===== src/design/u8u16_pkg.sv =====
package u8u16_pkg;

  // Lead byte ranges
  localparam logic [7:0] LeadMin2  = 8'hC2;
  localparam logic [7:0] LeadMin3  = 8'hE0;
  localparam logic [7:0] LeadMin4  = 8'hF0;
  localparam logic [7:0] LeadMax   = 8'hF4;
  localparam logic [7:0] AsciiLim  = 8'h80;
  localparam logic [1:0] ContTag   = 2'b10;

  // Overlong / range limits on the payload after two bytes
  localparam logic [20:0] Min3Byte = 21'h20;
  localparam logic [20:0] Min4Byte = 21'h10;
  localparam logic [20:0] Max4Byte = 21'h10F;

  // Surrogate and plane limits
  localparam logic [20:0] SurrLo   = 21'h0D800;
  localparam logic [20:0] SurrHi   = 21'h0E000;
  localparam logic [20:0] SuppBase = 21'h10000;
  localparam logic [15:0] HighBase = 16'hD800;
  localparam logic [15:0] LowBase  = 16'hDC00;

  // Result status codes
  localparam logic StatusOk  = 1'b0;
  localparam logic StatusErr = 1'b1;

  // Output queue depth
  localparam int QDepth = 4;
  localparam int QAw    = 2;
  localparam int QCw    = 3;

  typedef struct packed {
    logic [15:0] code_unit;
    logic        status;
    logic        last;
  } res_t;

  typedef struct packed {
    logic [14:0] partial_bits;
    logic [1:0]  bytes_needed;
    logic [1:0]  seq_length;
  } seq_t;

  typedef struct packed {
    logic [1:0] n_res;
    res_t       res0;
    res_t       res1;
    seq_t       seq_next;
  } dec_t;

endpackage


===== src/design/u8u16_decode.sv =====
module u8u16_decode (
  input  u8u16_pkg::seq_t seq,
  input  logic [7:0]      in_byte,
  input  logic            clear_partial,
  output u8u16_pkg::dec_t dec
);

  u8u16_pkg::seq_t   cur;
  logic [20:0]       cp;
  logic [20:0]       v;
  logic [1:0]        need;
  logic              range_bad;
  u8u16_pkg::res_t   err_res;
  u8u16_pkg::seq_t   idle_seq;

  // Effective state after an optional discard
  always_comb begin
    cur = clear_partial ? '0 : seq;
  end

  assign cp   = {cur.partial_bits, in_byte[5:0]};
  assign v    = cp - u8u16_pkg::SuppBase;
  assign need = cur.bytes_needed - 2'd1;
  assign err_res  = '{code_unit: 16'h0000, status: u8u16_pkg::StatusErr, last: 1'b1};
  assign idle_seq = '0;

  // Overlong / out-of-range check on the second byte of a sequence
  always_comb begin
    range_bad = 1'b0;
    if (cur.seq_length == 2'd1) begin
      if (cur.bytes_needed == 2'd2 && cp < u8u16_pkg::Min3Byte) begin
        range_bad = 1'b1;
      end
      if (cur.bytes_needed == 2'd3 &&
          (cp < u8u16_pkg::Min4Byte || cp > u8u16_pkg::Max4Byte)) begin
        range_bad = 1'b1;
      end
    end
  end

  // Per-byte decode
  always_comb begin
    dec.n_res    = 2'd0;
    dec.res0     = err_res;
    dec.res1     = err_res;
    dec.seq_next = cur;
    if (cur.bytes_needed == 2'd0) begin
      if (in_byte < u8u16_pkg::AsciiLim) begin
        dec.n_res = 2'd1;
        dec.res0  = '{code_unit: {8'h00, in_byte}, status: u8u16_pkg::StatusOk,
                      last: 1'b1};
      end else if (in_byte < u8u16_pkg::LeadMin2 || in_byte > u8u16_pkg::LeadMax) begin
        dec.n_res    = 2'd1;
        dec.seq_next = idle_seq;
      end else if (in_byte < u8u16_pkg::LeadMin3) begin
        dec.seq_next = '{partial_bits: {10'd0, in_byte[4:0]}, bytes_needed: 2'd1,
                         seq_length: 2'd1};
      end else if (in_byte < u8u16_pkg::LeadMin4) begin
        dec.seq_next = '{partial_bits: {11'd0, in_byte[3:0]}, bytes_needed: 2'd2,
                         seq_length: 2'd1};
      end else begin
        dec.seq_next = '{partial_bits: {12'd0, in_byte[2:0]}, bytes_needed: 2'd3,
                         seq_length: 2'd1};
      end
    end else if (in_byte[7:6] != u8u16_pkg::ContTag || range_bad) begin
      dec.n_res    = 2'd1;
      dec.seq_next = idle_seq;
    end else if (need != 2'd0) begin
      // Continuation that does not finish the sequence
      dec.seq_next = '{partial_bits: cp[14:0], bytes_needed: need,
                       seq_length: cur.seq_length + 2'd1};
    end else begin
      dec.seq_next = idle_seq;
      dec.n_res    = 2'd1;
      if (cp >= u8u16_pkg::SurrLo && cp < u8u16_pkg::SurrHi) begin
        dec.res0 = err_res;
      end else if (cp >= u8u16_pkg::SuppBase) begin
        // Surrogate pair, last on the low half
        dec.n_res = 2'd2;
        dec.res0  = '{code_unit: u8u16_pkg::HighBase + {6'd0, v[19:10]},
                      status: u8u16_pkg::StatusOk, last: 1'b0};
        dec.res1  = '{code_unit: u8u16_pkg::LowBase + {6'd0, v[9:0]},
                      status: u8u16_pkg::StatusOk, last: 1'b1};
      end else begin
        dec.res0  = '{code_unit: cp[15:0], status: u8u16_pkg::StatusOk, last: 1'b1};
      end
    end
  end

endmodule


===== src/design/utf8_to_utf16_decoder_top.sv =====
// UTF-8 to UTF-16 stream decoder.
//
// Input channel (s_*): one UTF-8 byte per request on s_tdata; s_tuser set
// discards any pending partial sequence before that byte is decoded.
// Output channel (m_*): one UTF-16 code unit per request on m_tdata;
// m_tuser is the status (0 ok, 1 illegal sequence, unit then 0); m_tlast
// marks the final result caused by one input byte. A supplementary code
// point gives a high surrogate (m_tlast 0) then a low surrogate (m_tlast 1).
// Bytes that only extend a sequence give no result.
//
// Each byte is held in the input register and each result is written to the
// result queue before it is offered on m_*.
// Throughput: one byte per cycle while the queue has room. Bytes pass an input
// register, the decode logic, then a 4-entry result queue; the input register
// advances whenever the queue has room for two results after this cycle's pop,
// so a stalled receiver backs up into the queue and then drops s_tready.
//
// Reset (rst, synchronous): clears the partial sequence, the input register
// and the result queue. No results are pending after reset.
module utf8_to_utf16_decoder_top (
  input  logic        clk,
  input  logic        rst,
  input  logic        s_tvalid,
  output logic        s_tready,
  input  logic [7:0]  s_tdata,   // [7:0] in_byte
  input  logic        s_tuser,   // [0] clear_partial
  output logic        m_tvalid,
  input  logic        m_tready,
  output logic [15:0] m_tdata,   // [15:0] code_unit
  output logic        m_tuser,   // [0] status
  output logic        m_tlast
);

  // Input register
  logic       s1_valid;
  logic [7:0] s1_byte;
  logic       s1_clr;

  // Sequence state
  u8u16_pkg::seq_t seq;
  u8u16_pkg::dec_t dec;

  // Result queue
  u8u16_pkg::res_t q [u8u16_pkg::QDepth];
  logic [u8u16_pkg::QAw-1:0] wr_ptr;
  logic [u8u16_pkg::QAw-1:0] rd_ptr;
  logic [u8u16_pkg::QCw-1:0] count;
  logic [u8u16_pkg::QCw-1:0] count_next;
  logic [u8u16_pkg::QCw-1:0] after_pop;
  logic                      pop;
  logic                      advance;
  logic [1:0]                push_n;
  u8u16_pkg::res_t           head;

  u8u16_decode u_decode (
    .seq           (seq),
    .in_byte       (s1_byte),
    .clear_partial (s1_clr),
    .dec           (dec)
  );

  // Handshake and queue accounting
  assign pop       = m_tvalid && m_tready;
  assign after_pop = count - {{(u8u16_pkg::QCw-1){1'b0}}, pop};
  assign advance   = s1_valid &&
                     (after_pop <= u8u16_pkg::QCw'(u8u16_pkg::QDepth - 2));
  assign push_n    = advance ? dec.n_res : 2'd0;
  assign count_next = after_pop + {{(u8u16_pkg::QCw-2){1'b0}}, push_n};
  assign s_tready  = !s1_valid || advance;

  // Input register
  always_ff @(posedge clk) begin
    if (rst) begin
      s1_valid <= 1'b0;
    end else if (s_tready) begin
      s1_valid <= s_tvalid;
    end
    if (s_tready && s_tvalid) begin
      s1_byte <= s_tdata;
      s1_clr  <= s_tuser;
    end
  end

  // Sequence state
  always_ff @(posedge clk) begin
    if (rst) begin
      seq <= '0;
    end else if (advance) begin
      seq <= dec.seq_next;
    end
  end

  // Result queue
  always_ff @(posedge clk) begin
    if (rst) begin
      wr_ptr <= '0;
      rd_ptr <= '0;
      count  <= '0;
    end else begin
      wr_ptr <= wr_ptr + push_n;
      rd_ptr <= rd_ptr + {{(u8u16_pkg::QAw-1){1'b0}}, pop};
      count  <= count_next;
    end
    if (push_n != 2'd0) begin
      q[wr_ptr] <= dec.res0;
    end
    if (push_n == 2'd2) begin
      q[wr_ptr + 2'd1] <= dec.res1;
    end
  end

  assign head     = q[rd_ptr];
  assign m_tvalid = (count != '0);
  assign m_tdata  = head.code_unit;
  assign m_tuser  = head.status;
  assign m_tlast  = head.last;

`ifndef ASSERT_OFF
  // Queue never overfills
  a_count_bound: assert property (@(posedge clk) disable iff (rst)
    count <= u8u16_pkg::QCw'(u8u16_pkg::QDepth))
    else $error("result queue overflow");

  // Idle sequence state carries no length
  a_seq_consistent: assert property (@(posedge clk) disable iff (rst)
    (seq.bytes_needed == 2'd0) |-> (seq.seq_length == 2'd0))
    else $error("sequence length set while idle");

  // A held input byte is not lost while the queue lacks room for two results
  a_s1_hold: assert property (@(posedge clk) disable iff (rst)
    (s1_valid && !advance) |=> (s1_valid && $stable(s1_byte) && $stable(s1_clr)))
    else $error("pending input byte changed while stalled");

  // First half of a surrogate pair never ends the byte's results
  a_pair_last: assert property (@(posedge clk) disable iff (rst)
    (advance && dec.n_res == 2'd2) |-> (!dec.res0.last && dec.res1.last))
    else $error("surrogate pair last flags wrong");
`endif

endmodule

===== config.mk =====
export PLATFORM = sky130hd
export DESIGN_NAME = utf8_to_utf16_decoder_top
export DESIGN_NICKNAME = d
export VERILOG_FILES = /design/src/design/u8u16_pkg.sv /design/src/design/u8u16_decode.sv /design/src/design/utf8_to_utf16_decoder_top.sv
export SDC_FILE = /design/constraint.sdc
export NUM_CORES = 1
export LEC_CHECK = 0
export BUFFER_PORTS_ARGS = -buffer_cell sky130_fd_sc_hd__buf_2
export CELL_PAD_IN_SITES_DETAIL_PLACEMENT = 1
export CELL_PAD_IN_SITES_GLOBAL_PLACEMENT = 1
export CORE_UTILIZATION = 40
export CTS_CLUSTER_DIAMETER = 40
export DETAILED_ROUTE_END_ITERATION = 8
export HOLD_SLACK_MARGIN = 0.06
export PLACE_DENSITY = 0.74
export REMOVE_ABC_BUFFERS = 1
export SLEW_MARGIN = 20
export SYNTH_ARGS = -nofsm -noshare
export SYNTH_HDL_FRONTEND = slang
export SYNTH_SLANG_ARGS = --single-unit

===== constraint.sdc =====
create_clock -name clk -period 3.5 [get_ports clk]
set_input_delay 0.35 -clock clk [delete_from_list [all_inputs] [get_ports clk]]
set_output_delay 0.35 -clock clk [all_outputs]
set_load 0.02 [all_outputs]

==> After elaboration in Yosys (flattened, before gate mapping) <==
Memories as Yosys holds them, arrays and structs flattened. A register that Yosys moved wholly into a read port is not among the register bits.
Index checks and enable logic that the tools add are counted.
Widths: inputs -> output; s select.
{ "totals": {"reg_bits": 36, "ramBits": 72, "input_bits": 13, "out_inout_bits": 20, "elab_cells": 83, "n_memories": 1} }
{ "memory_table": {"columns": ["name", "words", "width", "read_ports", "rd_ports_with_merged_regs", "write_ports", "line", "source"], "rows": [
  ["q", 4, 18, 1, 1, 2, "utf8_to_utf16_decoder_top.sv:44", "u8u16_pkg::res_t q [u8u16_pkg::QDepth];"]
]} }
{ "classes": {"n_addsub": 10, "order_cmp": 12, "n_eq_ne": 5, "n_mux": 31, "reduce_logical": 15} }
{ "ops": {"columns": ["operator", "count"], "rows": [
  ["$mux 19", 7],
  ["$mux 18", 5],
  ["$mux 38", 1],
  ["$mux 36", 1],
  ["$add 15x11->16 const A", 2],
  ["$lt 8x8->1 const B", 4],
  ["$ge 21x16->1 const B", 1],
  ["$ge 21x17->1 const B", 1],
  ["$gt 21x9->1 const B", 1],
  ["$lt 21x16->1 const B", 1],
  ["$lt 21x5->1 const B", 1],
  ["$lt 21x6->1 const B", 1],
  ["$mux 20", 1],
  ["$sub 20x17->20 const B", 1],
  ["$mux 2", 6],
  ["$mux 10", 1],
  ["$gt 8x8->1 const B", 1],
  ["$mux 1", 8],
  ["$mux 8", 1],
  ["$eq 2x2->1 const B", 3],
  ["$logic_and 1x1->1", 6],
  ["$add 2x1->2 const B", 2],
  ["$logic_or 1x1->1", 4],
  ["$reduce_bool 2->1", 2],
  ["other kinds (11)", 11]
]} }

==> Longest topological paths before layout <==
{ "depth": {"word_depth": 13, "ltp_mapped": 16, "ltp_nobuf": 13} }

==> By module <==
From an unflattened synthesis, not the netlist that was laid out.
{ "unflattened": {"hier_cells": 497, "area_unflattened_um2": 6149.6} }
{ "modules_own_cells": {"columns": ["module", "instances", "cells_per_inst", "area_each_um2", "seq_area_each_um2"], "rows": [
  ["utf8_to_utf16_decoder_top", 1, 334, 5059.9, 2972.9],
  ["u8u16_decode", 1, 163, 1089.8, 0.0]
]} }

==> Worst setup path before layout <==
OpenSTA, ideal clock, no wires.
{ "synth_timing": {"path_type": "reg-to-reg", "from": "reg count[2] (netlist bit)", "to": "mem q[3][10] (netlist bit) (enable)", "setup_time_ns": 0.364, "arrival_time_ns": 3.173, "required_ns": 3.136, "path_slack_ns": -0.037, "stages_incl_launch_ff": 12, "path_buffers": 0, "synth_period_minus_slack_ns": 3.537, "cell_sequence": "dfxtp_1 > or3_1 > and2_1 > ha_1 > ha_1 > xnor2_1 > o211ai_2 > a21oi_2 > nand2_1 > nor3_2 > nor2_1 > inv_1"} }
{ "synth_lines": {"columns": ["element", "line", "source"], "rows": [
  ["start: declaration", "utf8_to_utf16_decoder_top.sv:47", "logic [u8u16_pkg::QCw-1:0] count;"],
  ["start signal: assignment", "utf8_to_utf16_decoder_top.sv:102", "count <= count_next;"],
  ["end: declaration", "utf8_to_utf16_decoder_top.sv:44", null]
]} }

==> metrics <==
status completed; Routed wire per std cell 22.0 um; layout cells sized above 1 0.225; I/O pins 33; fin crit period around 3.3 ns; CTS root buf clkbuf_16; period utilization 0.944; Synth Area per Inst 11.5 um^2; P_leak ~0.0021 uW; DRT Pass-1 Iters 5; path depth of the worst reg2reg path 13; global-route wire length before repair around 25,000 um; clk slew on worst S/H paths roughly 0.070 ns; synth top area cells edfxtp_1, dfxtp_1, mux4_2; Seq/Total Area, Yosys 0.521; unrepaired setup endpoints after global routing false; global routing usage on met1 0.310; crit path capture type register; post-route clock skew slightly below 0.008 ns; Diodes inserted 0; grt met2 use 0.393; global route hottest layer met2; FMAX 303 MHz; CTS max path bufs 2; Crit path arrival time 3.35 ns; final hold vios 0; Placer Congestion 0.887; Synth Warn # 0; number of synthesized flops with an enable pin 73; htree depth 3; full die area 14,400 um^2; CTS sink cnt 108; Post-synth ARST share 0; Iteration-0 DRC Markers ~310; DR vias/cell 5.78; Slew Limit Fails 0; most common cell after layout, fill and taps aside edfxtp_1; fillers 1,448; CP Max Fanout 16; area grow syn2layout 13.3%; DRC violations left 0; Rel. slew slack 0.341; commonest non-fill, non-tap cells in the layout edfxtp_1, nor2_1, dfxtp_1, buf_2, nand2_1; Vias 4,077; met3 GRT Util 0.0280; Yosys top cell by area edfxtp_1; share of the synthesized area in the top cell type 0.395; HP Class primary input to register; core area 13,400 um^2; FF+latch count, synth between 100 and 150; Worst Tran Pin Value 0.987 ns; Hold Path Depth 1; Final nets between 500 and 600; Util after Layout 0.470; Power Density ~640 nW/um^2; Post-CTS Hold Buffers 0; setup violators final 0; Sequential Area between 2000 and 3000 um^2; Primary FF master, synth edfxtp_1; Initial Utilization 0.414; vias in the first global route 4,404; largest net degree at the start of global routing 28; Max Cap Viol 0; Mapped Cells roughly 480; grt total ovfl 0; die span in x between 100 and 150 um; Row Count 42; WP data required around 3.6 ns; ANT nets after route 0; clock buffer count from CTS 9; number of port buffers 32; initial antenna violation count 0; TritonCTS clock tree done; design area 6290 um^2; post-DP HPWL 11,700 um; wirelength, routed roughly 16,000 um; Tot GR Track Use 0.234; placed instance area 5970 um^2; Cell variety after synth 69; peak supply drop 0.283 mV; Die Ht around 120 um; area of the multi-input gates 2450 um^2; critical path class register to register; mapped cell area 5550 um^2; clock latency on the worst-skew pair between 0.3 and 0.4 ns; crit start category register
repair_timing:
action | in CTS | in global routing
endpoints found under the hold margin | 0 | 0
buffers inserted | 0 | 2
gates resized for setup | 0 | 1
endpoints found under the setup margin | 0 | 17
worst max-delay path, stage by stage, from the launching register on:
cell and delay [ns]:
dfxtp_1 0.32, or3_1 0.39, and2_1 0.20, ha_1 0.19
ha_1 0.19, xnor2_1 0.20, buf_4 0.16, o211ai_2 0.11
a21oi_2 0.24, nand2_1 0.12, nor2_2 0.35, a21oi_2 0.15
inv_1 0.09, buf_4 0.26
through the flow:
stage                     power [uW]  hold WS [ns]  TNS (ns)  instances  worst slack [ns]
after floorplan                 2530         0.417    -0.596        457           -0.0335
after global placement          2950         0.443         0        687             0.329
after detailed placement        3000         0.448         0        687             0.185
after CTS                       4040         0.152         0        703             0.124
after global routing            4200         0.155         0        705            0.0364
final                           4010         0.160         0        705             0.196
sequential cells by signal, indices dropped and copies added, names as in the netlist:
| signal | flops |
|---|---|
| s1_clr | 1 |
| s1_valid | 1 |
| q | 72 |
| rd_ptr | 2 |
| seq | 19 |
| wr_ptr | 2 |
| s1_byte | 8 |
| count | 3 |
cell type report:
| type | count | share of cell area |
|---|---|---|
| Sequential cell | 108 | 0.460 |
| Multi-Input combinational cell | 325 | 0.389 |
| Timing Repair Buffer | 56 | 0.0541 |
| Clock buffer | 10 | 0.0364 |
| Tap cell | 176 | 0.0350 |
| Inverter | 24 | 0.0143 |
| Clock inverter | 6 | 0.0115 |
Yosys cell counts (5+ instances only):
library cell and n:
o2bb2ai_1 6, o21ai_1 12, nor2_1 51, o21ai_0 16, clkbuf_1 12, nor2b_1 19
or3_1 5, nor3_1 9, dfxtp_1 35, mux4_2 18, o211ai_1 8, o22ai_1 19
buf_2 6, edfxtp_1 73, nand2b_1 10, ha_1 13, xnor2_1 7, inv_1 24
a22oi_1 11, nand3_1 12, a21oi_1 11, and3_1 5, nand2_1 31
power breakdown:
| group | switching (uW) | leakage (uW) | internal [uW] | total (uW) |
|---|---|---|---|---|
| Combinational | 800 | 0.00104 | 527 | 1330 |
| Sequential | 130 | 0.000959 | 1520 | 1650 |
| Clock | 473 | 0.000137 | 561 | 1030 |
| Total | 1400 | 0.00213 | 2610 | 4010 |
kinds of logic (layout without fill, tap and decap cells):
kind of cell,count (synthesis),in the layout,synth area share
AO/OA/AOI/OAI,119,119,0.165
XOR/XNOR,7,7,0.0110
adder cells (fa/ha/maj),14,14,0.0329
buffers and inverters,49,96,0.0387
flip-flops,108,108,0.521
multiplexers,18,18,0.0730
AND/OR/NAND/NOR,167,167,0.158
final timing paths:
kind / from / end / slack [ns]
worst min-delay path: s_tdata[4] / s1_byte[4] / 0.16
worst max-delay path: count[2] / q[2][2] / 0.20
worst max register to register: count[2] / q[2][2] / 0.20
worst min register to register: q[0][15] / q[0][15] / 0.47
metal layers:
metal | wire length (um) | share of wire
met2 | 7730 | 0.50
met5 | 0 | 0
met3 | 558 | 0.036
met4 | 266 | 0.017
met1 | 6980 | 0.45
(Power assumes the default switching activity.)
